**config.mk**
```make
export PLATFORM = sky130hd
export DESIGN_NAME = moe_topk_capacity_router
export DESIGN_NICKNAME = d
export VERILOG_FILES = /design/src/sv/mtkr_pkg.sv /design/src/sv/mtkr_topk_list.sv /design/src/sv/mtkr_load_check.sv /design/src/sv/moe_topk_capacity_router.sv
export SDC_FILE = /design/constraint.sdc
export NUM_CORES = 2
export LEC_CHECK = 0
export ABC_AREA = 1
export BUFFER_PORTS_ARGS = -buffer_cell sky130_fd_sc_hd__buf_2
export CAP_MARGIN = 10
export CORE_UTILIZATION = 42
export CTS_BUF_LIST = sky130_fd_sc_hd__clkbuf_4 sky130_fd_sc_hd__clkbuf_8 sky130_fd_sc_hd__clkbuf_16
export DETAILED_ROUTE_END_ITERATION = 16
export SLEW_MARGIN = 5
export SYNTH_ARGS = -nofsm -noshare
export SYNTH_HDL_FRONTEND = slang
export SYNTH_HIERARCHICAL = 1
export SYNTH_SLANG_ARGS = --single-unit
```
**constraint.sdc**
```tcl
create_clock -name clk -period 19.5 [get_ports clk]
set_input_delay 5.85 -clock clk [delete_from_list [all_inputs] [get_ports clk]]
set_output_delay 5.85 -clock clk [all_outputs]
set_load 0.05 [all_outputs]
```
**src/sv/mtkr_pkg.sv**
```systemverilog
// Shared types and constants for the top-k capacity router.
// Used by every module of the router; depends on nothing.
package mtkr_pkg;

    localparam int CFG_INDEX_W = 2;
    localparam int CFG_DATA_W  = 13;
    localparam int NUM_W       = 5;
    localparam int CAP_W       = 13;
    localparam int COUNT_W     = 5;
    localparam int MASK_W      = 16;
    localparam int TOTAL_W     = 17;

    localparam logic [CFG_INDEX_W-1:0] CFG_NUM_EXPERTS = 2'd0;
    localparam logic [CFG_INDEX_W-1:0] CFG_TOP_K       = 2'd1;
    localparam logic [CFG_INDEX_W-1:0] CFG_CAPACITY    = 2'd2;

    localparam logic [TOTAL_W-1:0] TOTAL_SAT = 17'd65536;

    typedef struct packed {
        logic fire;
        logic begin_batch;
        logic last_logit;
    } mtkr_step_t;

endpackage

```
**src/sv/mtkr_topk_list.sv**
```systemverilog
// Running top-k selection of one token, kept as a rank and a list bit per expert.
// Depends on mtkr_pkg for the step control struct.
module mtkr_topk_list #(
    parameter int MAX_EXPERTS = 16,
    parameter int LOGIT_BITS  = 16
) (
    input  logic                                  clk,
    input  logic                                  rst_n,
    input  mtkr_pkg::mtkr_step_t                  step,
    input  logic signed [LOGIT_BITS-1:0]          logit,
    input  logic [$clog2(MAX_EXPERTS+1)-1:0]      k_eff,
    input  logic [$clog2(MAX_EXPERTS+1)-1:0]      ne_eff,
    output logic                                  last,
    output logic [MAX_EXPERTS-1:0]                chosen
);

    localparam int RW = $clog2(MAX_EXPERTS);
    localparam int KW = $clog2(MAX_EXPERTS + 1);

    logic signed [LOGIT_BITS-1:0] score_reg [MAX_EXPERTS];
    logic [RW-1:0]                rank_reg  [MAX_EXPERTS];
    logic [MAX_EXPERTS-1:0]       alive_reg;
    logic [RW-1:0]                pos_reg;

    logic [MAX_EXPERTS-1:0] live;
    logic [MAX_EXPERTS-1:0] ge;
    logic [KW-1:0]          place;
    logic                   ins;
    logic [RW-1:0]          rank_next [MAX_EXPERTS];
    logic [MAX_EXPERTS-1:0] alive_next;
    logic [KW-1:0]          rank_up;

    always_comb
    begin
        place = '0;
        for (int j = 0; j < MAX_EXPERTS; j++)
        begin
            live[j] = (pos_reg != '0) && alive_reg[j];
            ge[j]   = live[j] && (KW'(rank_reg[j]) < k_eff) && (score_reg[j] >= logit);
            place   = place + KW'(ge[j]);
        end
        ins = place < k_eff;
    end

    always_comb
    begin
        for (int j = 0; j < MAX_EXPERTS; j++)
        begin
            rank_up       = KW'(rank_reg[j]) + KW'(1);
            rank_next[j]  = rank_reg[j];
            alive_next[j] = live[j];
            if (pos_reg == RW'(j))
            begin
                alive_next[j] = ins;
                rank_next[j]  = place[RW-1:0];
            end
            else if (ins && (KW'(rank_reg[j]) >= place))
            begin
                alive_next[j] = live[j] && (rank_up < k_eff);
                rank_next[j]  = rank_up[RW-1:0];
            end
            chosen[j] = alive_next[j] && (KW'(rank_next[j]) < k_eff);
        end
    end

    assign last = (KW'(pos_reg) + KW'(1)) >= ne_eff;

    always_ff @(posedge clk)
    begin
        if (step.fire && !step.begin_batch)
        begin
            score_reg[pos_reg] <= logit;
            for (int j = 0; j < MAX_EXPERTS; j++)
            begin
                rank_reg[j] <= rank_next[j];
            end
        end
    end

    always_ff @(posedge clk or negedge rst_n)
    begin
        if (!rst_n)
        begin
            alive_reg <= '0;
            pos_reg   <= '0;
        end
        else if (step.fire)
        begin
            if (step.begin_batch)
            begin
                pos_reg <= '0;
            end
            else
            begin
                alive_reg <= alive_next;
                pos_reg   <= last ? '0 : pos_reg + RW'(1);
            end
        end
    end

endmodule

```
**src/sv/mtkr_load_check.sv**
```systemverilog
// Per-expert load counters, capacity check and saturating batch totals.
// Depends on mtkr_pkg for field widths, the saturation value and the step struct.
module mtkr_load_check #(
    parameter int MAX_EXPERTS = 16
) (
    input  logic                                clk,
    input  logic                                rst_n,
    input  mtkr_pkg::mtkr_step_t                step,
    input  logic [MAX_EXPERTS-1:0]              chosen,
    input  logic [mtkr_pkg::CAP_W-1:0]          capacity,
    output logic [mtkr_pkg::MASK_W-1:0]         chosen_mask,
    output logic [mtkr_pkg::COUNT_W-1:0]        routed_count,
    output logic [mtkr_pkg::COUNT_W-1:0]        dropped_count,
    output logic [mtkr_pkg::TOTAL_W-1:0]        batch_routed,
    output logic [mtkr_pkg::TOTAL_W-1:0]        batch_dropped
);

    localparam int KW = $clog2(MAX_EXPERTS + 1);
    localparam int MW = (MAX_EXPERTS > mtkr_pkg::MASK_W) ? MAX_EXPERTS : mtkr_pkg::MASK_W;

    logic [mtkr_pkg::CAP_W-1:0]   load_reg [MAX_EXPERTS];
    logic [mtkr_pkg::TOTAL_W-1:0] routed_total_reg;
    logic [mtkr_pkg::TOTAL_W-1:0] dropped_total_reg;

    logic [MAX_EXPERTS-1:0]         kept;
    logic [MW-1:0]                  kept_wide;
    logic [KW-1:0]                  routed;
    logic [KW-1:0]                  dropped;
    logic [mtkr_pkg::TOTAL_W:0]     routed_sum;
    logic [mtkr_pkg::TOTAL_W:0]     dropped_sum;

    always_comb
    begin
        routed  = '0;
        dropped = '0;
        for (int e = 0; e < MAX_EXPERTS; e++)
        begin
            kept[e] = chosen[e] && (load_reg[e] < capacity);
            routed  = routed + KW'(kept[e]);
            dropped = dropped + KW'(chosen[e] && !kept[e]);
        end
    end

    assign kept_wide     = MW'(kept);
    assign chosen_mask   = kept_wide[mtkr_pkg::MASK_W-1:0];
    assign routed_count  = mtkr_pkg::COUNT_W'(routed);
    assign dropped_count = mtkr_pkg::COUNT_W'(dropped);

    assign routed_sum  = (mtkr_pkg::TOTAL_W+1)'(routed_total_reg) + (mtkr_pkg::TOTAL_W+1)'(routed);
    assign dropped_sum = (mtkr_pkg::TOTAL_W+1)'(dropped_total_reg)
                       + (mtkr_pkg::TOTAL_W+1)'(dropped);

    assign batch_routed  = (routed_sum > (mtkr_pkg::TOTAL_W+1)'(mtkr_pkg::TOTAL_SAT))
                         ? mtkr_pkg::TOTAL_SAT : routed_sum[mtkr_pkg::TOTAL_W-1:0];
    assign batch_dropped = (dropped_sum > (mtkr_pkg::TOTAL_W+1)'(mtkr_pkg::TOTAL_SAT))
                         ? mtkr_pkg::TOTAL_SAT : dropped_sum[mtkr_pkg::TOTAL_W-1:0];

    always_ff @(posedge clk or negedge rst_n)
    begin
        if (!rst_n)
        begin
            for (int e = 0; e < MAX_EXPERTS; e++)
            begin
                load_reg[e] <= '0;
            end
            routed_total_reg  <= '0;
            dropped_total_reg <= '0;
        end
        else if (step.fire)
        begin
            if (step.begin_batch)
            begin
                for (int e = 0; e < MAX_EXPERTS; e++)
                begin
                    load_reg[e] <= '0;
                end
                routed_total_reg  <= '0;
                dropped_total_reg <= '0;
            end
            else if (step.last_logit)
            begin
                for (int e = 0; e < MAX_EXPERTS; e++)
                begin
                    load_reg[e] <= load_reg[e] + mtkr_pkg::CAP_W'(kept[e]);
                end
                routed_total_reg  <= batch_routed;
                dropped_total_reg <= batch_dropped;
            end
        end
    end

endmodule

```
**src/sv/moe_topk_capacity_router.sv**
```systemverilog
// A beat is held in the input register. A token's result is loaded into the output register as its
// last logit leaves that register. The router takes one beat per cycle, except while a token's last
// logit waits on a full, stalled output register; the rate is set by the rank update of the top-k list and the
// parallel load check. Reset clears loads, totals, the token in progress and both registers, and
// loads the configuration defaults of 16 experts, k of 2 and capacity 64.
module moe_topk_capacity_router #(
    parameter int MAX_EXPERTS = 16,
    parameter int LOGIT_BITS  = 16
) (
    input  logic                                  clk,
    input  logic                                  rst_n,
    input  logic                                  cfg_valid,
    output logic                                  cfg_ready,
    input  logic [mtkr_pkg::CFG_INDEX_W-1:0]      cfg_index,
    input  logic [mtkr_pkg::CFG_DATA_W-1:0]       cfg_data,
    input  logic                                  in_valid,
    output logic                                  in_ready,
    input  logic                                  command,
    input  logic signed [LOGIT_BITS-1:0]          logit,
    output logic                                  out_valid,
    input  logic                                  out_ready,
    output logic [mtkr_pkg::MASK_W-1:0]           chosen_mask,
    output logic [mtkr_pkg::COUNT_W-1:0]          routed_count,
    output logic [mtkr_pkg::COUNT_W-1:0]          dropped_count,
    output logic [mtkr_pkg::TOTAL_W-1:0]          batch_routed,
    output logic [mtkr_pkg::TOTAL_W-1:0]          batch_dropped
);

    localparam int KW = $clog2(MAX_EXPERTS + 1);

    logic [mtkr_pkg::NUM_W-1:0]     num_experts_reg;
    logic [mtkr_pkg::NUM_W-1:0]     top_k_reg;
    logic [mtkr_pkg::CAP_W-1:0]     capacity_reg;

    logic                           in_valid_reg;
    logic                           command_reg;
    logic signed [LOGIT_BITS-1:0]   logit_reg;

    logic                           out_valid_reg;
    logic [mtkr_pkg::MASK_W-1:0]    chosen_mask_reg;
    logic [mtkr_pkg::COUNT_W-1:0]   routed_count_reg;
    logic [mtkr_pkg::COUNT_W-1:0]   dropped_count_reg;
    logic [mtkr_pkg::TOTAL_W-1:0]   batch_routed_reg;
    logic [mtkr_pkg::TOTAL_W-1:0]   batch_dropped_reg;

    logic [KW-1:0]                  ne_eff;
    logic [KW-1:0]                  k_eff;
    logic                           last;
    logic                           produces;
    logic                           advance;
    logic [MAX_EXPERTS-1:0]         chosen;
    mtkr_pkg::mtkr_step_t           step;

    logic [mtkr_pkg::MASK_W-1:0]    mask_next;
    logic [mtkr_pkg::COUNT_W-1:0]   routed_next;
    logic [mtkr_pkg::COUNT_W-1:0]   dropped_next;
    logic [mtkr_pkg::TOTAL_W-1:0]   total_routed_next;
    logic [mtkr_pkg::TOTAL_W-1:0]   total_dropped_next;

    assign cfg_ready = 1'b1;

    always_ff @(posedge clk or negedge rst_n)
    begin
        if (!rst_n)
        begin
            num_experts_reg <= mtkr_pkg::NUM_W'(16);
            top_k_reg       <= mtkr_pkg::NUM_W'(2);
            capacity_reg    <= mtkr_pkg::CAP_W'(64);
        end
        else if (cfg_valid)
        begin
            unique case (cfg_index)
                mtkr_pkg::CFG_NUM_EXPERTS: num_experts_reg <= cfg_data[mtkr_pkg::NUM_W-1:0];
                mtkr_pkg::CFG_TOP_K:       top_k_reg       <= cfg_data[mtkr_pkg::NUM_W-1:0];
                mtkr_pkg::CFG_CAPACITY:    capacity_reg    <= cfg_data[mtkr_pkg::CAP_W-1:0];
                default:                   ;
            endcase
        end
    end

    always_comb
    begin
        priority if (num_experts_reg == '0)
        begin
            ne_eff = KW'(1);
        end
        else if (int'(num_experts_reg) > MAX_EXPERTS)
        begin
            ne_eff = KW'(MAX_EXPERTS);
        end
        else
        begin
            ne_eff = KW'(num_experts_reg);
        end

        priority if (top_k_reg == '0)
        begin
            k_eff = KW'(1);
        end
        else if (int'(top_k_reg) > int'(ne_eff))
        begin
            k_eff = ne_eff;
        end
        else
        begin
            k_eff = KW'(top_k_reg);
        end
    end

    assign produces = !command_reg && last;
    assign advance  = in_valid_reg && (!produces || !out_valid_reg || out_ready);
    assign in_ready = !in_valid_reg || advance;

    always_ff @(posedge clk or negedge rst_n)
    begin
        if (!rst_n)
        begin
            in_valid_reg <= 1'b0;
        end
        else if (in_ready)
        begin
            in_valid_reg <= in_valid;
        end
    end

    always_ff @(posedge clk)
    begin
        if (in_ready && in_valid)
        begin
            command_reg <= command;
            logit_reg   <= logit;
        end
    end

    assign step.fire        = advance;
    assign step.begin_batch = command_reg;
    assign step.last_logit  = last;

    mtkr_topk_list #(
        .MAX_EXPERTS (MAX_EXPERTS),
        .LOGIT_BITS  (LOGIT_BITS)
    ) u_topk_list (
        .clk    (clk),
        .rst_n  (rst_n),
        .step   (step),
        .logit  (logit_reg),
        .k_eff  (k_eff),
        .ne_eff (ne_eff),
        .last   (last),
        .chosen (chosen)
    );

    mtkr_load_check #(
        .MAX_EXPERTS (MAX_EXPERTS)
    ) u_load_check (
        .clk           (clk),
        .rst_n         (rst_n),
        .step          (step),
        .chosen        (chosen),
        .capacity      (capacity_reg),
        .chosen_mask   (mask_next),
        .routed_count  (routed_next),
        .dropped_count (dropped_next),
        .batch_routed  (total_routed_next),
        .batch_dropped (total_dropped_next)
    );

    always_ff @(posedge clk or negedge rst_n)
    begin
        if (!rst_n)
        begin
            out_valid_reg <= 1'b0;
        end
        else if (advance && produces)
        begin
            out_valid_reg <= 1'b1;
        end
        else if (out_ready)
        begin
            out_valid_reg <= 1'b0;
        end
    end

    always_ff @(posedge clk)
    begin
        if (advance && produces)
        begin
            chosen_mask_reg   <= mask_next;
            routed_count_reg  <= routed_next;
            dropped_count_reg <= dropped_next;
            batch_routed_reg  <= total_routed_next;
            batch_dropped_reg <= total_dropped_next;
        end
    end

    assign out_valid     = out_valid_reg;
    assign chosen_mask   = chosen_mask_reg;
    assign routed_count  = routed_count_reg;
    assign dropped_count = dropped_count_reg;
    assign batch_routed  = batch_routed_reg;
    assign batch_dropped = batch_dropped_reg;

endmodule

```
### After elaboration in Yosys (flattened, before gate mapping)

Memory sizes are Yosys's and may differ from the RTL's.
Index checks and enable logic that the tools add are counted.
W data, S select, Z words.

* flip-flop bits (word level): 364
* RAM bits: 320
* output and inout port bits: 63
* logic and storage cells: 485
* memories kept: 2

Memory list
* u_topk_list.score_reg: depth 16, bits a word 16, read ports 16, clocked after Yosys merged registers in 0, wr ports 1, line mtkr_topk_list.sv:20 `logic signed [LOGIT_BITS-1:0] score_reg [MAX_EXPERTS];`
* u_topk_list.rank_reg: depth 16, bits a word 4, read ports 16, clocked after Yosys merged registers in 0, wr ports 16, line mtkr_topk_list.sv:21 `logic [RW-1:0] rank_reg [MAX_EXPERTS];`

* add/subtract/negate cells: 81
* magnitude comparators: 102
* eq/ne operators: 17
* multiplexer cells: 82
* bitwise logic cells: 1
* reductions and logical operators: 168

Operator list (count)
* $mux W208: 2
* $ge A16 B16 Y1: 16
* $add A5 B1 Y5: 42
* $add A13 B1 Y13: 16
* $lt A13 B13 Y1: 16
* $lt A4 B5 Y1: 32
* $mux W4: 34
* $logic_and A1 B1 Y1: 133
* $mux W17: 6
* $add A4 B1 Y5 const B: 17
* $lt A5 B5 Y1: 17
* $ge A4 B5 Y1: 16
* $add A17 B5 Y18: 2
* $gt A18 B17 Y1 const B: 2
* $mux W1: 36
* $eq A4 B4 Y1 const B: 8
* $logic_not A1 Y1: 20
* $mux W5: 4
* $eq A4 B3 Y1 const B: 4
* $logic_not A5 Y1: 2
* $reduce_and A2 Y1: 5
* $eq A4 B2 Y1 const B: 2
* $add A1 B1 Y2: 3
* $ge A5 B5 Y1: 1
* other kinds (12): 15

### Logic depth before layout (Yosys ltp)

* word-level depth: 53
* gate-level depth with buffers: 81
* depth with buffers taken out: 78

### Modules after synthesis

The synthesis kept the hierarchy.

Modules (own cells, without submodules)
* mtkr_topk_list: instances 1, cells each 2740, area each 25308.0 um^2
* mtkr_load_check: instances 1, cells each 2337, area each 18003.5 um^2
* moe_topk_capacity_router: instances 1, cells each 223, area each 3607.2 um^2

### Least setup slack after synthesis

OpenSTA, ideal clock, no wires.

* path kind: register -> register
* start point: reg num_experts_reg[2] in the netlist's numbering
* end point: reg batch_dropped_reg (netlist bit batch_dropped[14]), data pin
* data arrival time: 14.032 ns
* required time: 19.242 ns
* path slack: 5.210 ns
* cell stages (with the launch flop): 75
* clock period less this slack: 14.290 ns
* path through: dfrtp_1 > nor2_1 > nand2_1 > nand2_1 > nand2_1 > ha_1 > nand2_1 > nor2_2 > nand2_1 > nand3_4 > nand3_1 > nand2_1 > nor2_1 > inv_1 > ha_1 > a21boi_0 > o21a_1 > o21a_1 > [39 not listed] > fa_1 > fa_1 > inv_1 > fa_1 > nor2_1 > o21a_1 > ha_1 > nand2_1 > inv_1 > nand3_1 > nand2_2 > xor2_1 > nor2_1 > nand3_2 > nor2_1 > nor2_2 > buf_6 > a21oi_1

RTL lines
* from (decl): line moe_topk_capacity_router.sv:31 `logic [mtkr_pkg::NUM_W-1:0] num_experts_reg;`
* from (signal assigned): line moe_topk_capacity_router.sv:66 `num_experts_reg <= mtkr_pkg::NUM_W'(16);`
* from (signal assigned): line moe_topk_capacity_router.sv:73 `mtkr_pkg::CFG_NUM_EXPERTS: num_experts_reg <= cfg_data[mtkr_pkg::NUM_W-1:0];`
* to (signal assigned): line moe_topk_capacity_router.sv:192 `batch_dropped_reg <= total_dropped_next;`
* to (decl): line moe_topk_capacity_router.sv:44 `logic [mtkr_pkg::TOTAL_W-1:0] batch_dropped_reg;`

==> key figures <==
Status
  – Outcome: complete, no violations

Die
  – Core area: 111000 µm²
  – Die X: 336 µm
  – Die Area: 113000 µm²
  – Row count: 122
  – Initial Utilization: 42.4%
  – Io pins: 100
  – DIE HEIGHT: 336 µm

Setup path
  – WS Path Type: reg -> reg
  – Worst Setup End Kind: register
  – RR Startpoint: num_experts_reg[4]
  – Critical-path top delay cell: dfstp_2
  – CP Max Fanout: 32
  – Crit path DAT: 16.72 ns
  – Worst path required time: 20.01 ns
  – Slowest stage delay, CP: 0.57 ns
  – Critical Path Source: num_experts_reg[4]
  – CP most frequent cell: nand2_1
  – Startpoint Class: register

Clock network
  – CTS Sinks: 684
  – TritonCTS clock tree: built
  – Setup bufs post-CTS: 0
  – Bufs on Longest Clock Path: 3
  – Cts bufs inserted: 83
  – # hold bufs at CTS: 0
  – Clk Latency, worst-skew pair: 0.68 ns
  – CTS root buf: clkbuf_16
  – Clock slew at reported path FFs: 0.05 ns
  – CTS H-tree depth: 3
  – Post-CTS Resized: 0

GRT
  – Total grt overflow: 0
  – Initial antenna violation count: 2
  – First-pass GRT wire length: 207 mm
  – Vias in the first global route: 36515
  – Largest net degree at the start of global routing: 85
  – Total global-route track usage: 23.6%

Synth
  – Post-synth top flop: edfxtp_1
  – Number of synthesized register bits: 684
  – Post-synthesis async set-or-reset flop share: 42.0%
  – Mapped Nets: 6116
  – Mapped Cells: 5300
  – Part of the Yosys area used for sequential elements: 40.7%
  – Post-synth EDFFs: 397
  – Mapped Area: 46900 µm²
  – Netlist cell types: 62
  – Synth Warn #: 6
  – Avg Inst Size Synth: 8.85 µm²

Timing
  – # setup viols final: 0
  – Final hold vios: 0
  – Final Critical Period: 16.21 ns
  – Unrepaired setup endpoints after global routing: false
  – Slew margin rel.: 32.3%
  – Final Skew: 0.0278 ns
  – Worst slew pin tran: 1.01 ns
  – Period Utilization, post-route: 83.1%
  – Pins Over Slew Limit: 0
  – Fmax: 0.0617 GHz
  – TNS Setup: 0 ns

Hold path
  – Hold path startpoint: capacity_reg[2]
  – Hold WC Path Type: reg -> reg

Drt
  – Initial drt markers: 2483
  – Antenna Nets Post-Route: 0
  – WL/cell: 18.9 µm
  – Pre-antenna DRT Iters: 6
  – DRT Wirelength: 133 mm
  – Via/cell ratio: 5.38
  – Vias after detailed routing: 37898
  – # DRC: 0

Layout
  – Share of layout cells above drive strength 1: 7.85%
  – Final design utilization: 47.4%
  – Max reg flops: 256
  – Fin nets: 6304
  – Layout area overhead: 11.8%

Place
  – I/O Buffers: 98
  – Dpl hpwl: 89.6 mm
  – GP Congestion: 0.866

Power
  – Pwr dens: 137 nW/µm²
  – Total chip power: 7190 µW
  – Max rail drop VDD: 115 µV
  – P_leak: 0.0247 µW

Run
  – Max Cap Viol: 0
## path summary, 6_finish.rpt
path / slack, ns / end / cells past startpoint
hold reg to reg: 0.48 / capacity_reg[2] / 2
max in group asynchronous: 12.23 / u_load_check/load_reg[86] / 3
setup reg to reg: 3.29 / batch_routed[7] / 71
min in group asynchronous: 5.18 / u_load_check/dropped_total_reg[16] / 1
hold / removal: 0.48 / capacity_reg[2] / 2
setup / recovery: 3.29 / batch_routed[7] / 71
## synth_stat cells (26+ instances only)
| cell | number | area share, % |
|---|---|---|
| a21oi_1 | 486 | 5.2 |
| o21ai_0 | 264 | 2.8 |
| nor3_1 | 111 | 1.2 |
| o21a_1 | 26 | 0.42 |
| nand4_1 | 121 | 1.6 |
| nand3_1 | 274 | 2.9 |
| fa_1 | 32 | 1.4 |
| xor2_1 | 40 | 0.75 |
| inv_1 | 651 | 5.2 |
| dfrtp_1 | 284 | 15 |
| edfxtp_1 | 397 | 25 |
| clkbuf_1 | 45 | 0.36 |
| ha_1 | 747 | 20 |
| o211ai_1 | 47 | 0.75 |
| nor2_1 | 383 | 3.1 |
| nand2_1 | 1059 | 8.5 |
## layout by cell type, fill, tap and decap left out, types with 97 or more instances in the layout
master       n
a21oi_1    486
nand4_1    121
ha_1       747
inv_1      645
buf_2       97
nand3_1    273
dfrtp_1    284
nor3_1     111
nand2_1   1059
nor2_1     381
edfxtp_1   397
o21ai_0    264
## final cells by class
cell class                      count  area, µm²
Fill cell                       10545      58200
Multi-Input combinational cell   3871      25000
Sequential cell                   684      19100
Inverter                          661       2480
Clock buffer                      106       2290
Tap cell                         1488       1860
Timing Repair Buffer              187       1180
Clock inverter                     42        557
Antenna cell                        1       2.50
## kinds of logic after synthesis
kind of cell	Yosys count	synth area share [%]
compound gates	951	11.2
xor+xnor	44	0.821
fa+ha+maj	779	21.3
buf+inv	745	6.13
flops	684	40.7
mux	8	0.192
other cells	1	0.00799
simple gates	2088	19.6
## per-stage QoR
stage / worst slack (ns) / std cells / area [µm²] / hold WS, ns
detailed placement: 3.42 / 6890 / 49600 / 0.470
finish: 3.29 / 7040 / 52400 / 0.480
floorplan: 5.21 / 5300 / 46900 / 0.449
global route: 2.15 / 7039 / 52400 / 0.501
CTS: 3.37 / 7038 / 52400 / 0.484
global placement: 3.59 / 6890 / 49600 / 0.465
## per-layer routing
layer  share of wire, %  GRT usage [%]  up-vias
met1                 45           31.6    18080
met3                4.9           2.79      181
met4                2.3           6.28        0
met2                 48           40.2      905
met5                  0              0        -
li1                   -              -    18732
## where the power goes
part           switching [µW]  internal [µW]  total [µW]
clock network             656            956        1610
registers                 139           1790        1930
logic                    2400           1250        3650
total                    3190           4000        7190
## critical path, delay by kind of cell (launching register included)
family / cells / cell delay [ns]
adders and majority gates: 17 / 6.84
DFF: 1 / 0.57
buffers and inverters: 15 / 2.71
AOI/OAI and AO/OA: 12 / 2.01
and+or+nand+nor: 27 / 3.83
Note: power is estimated with default switching activity, not from simulation.
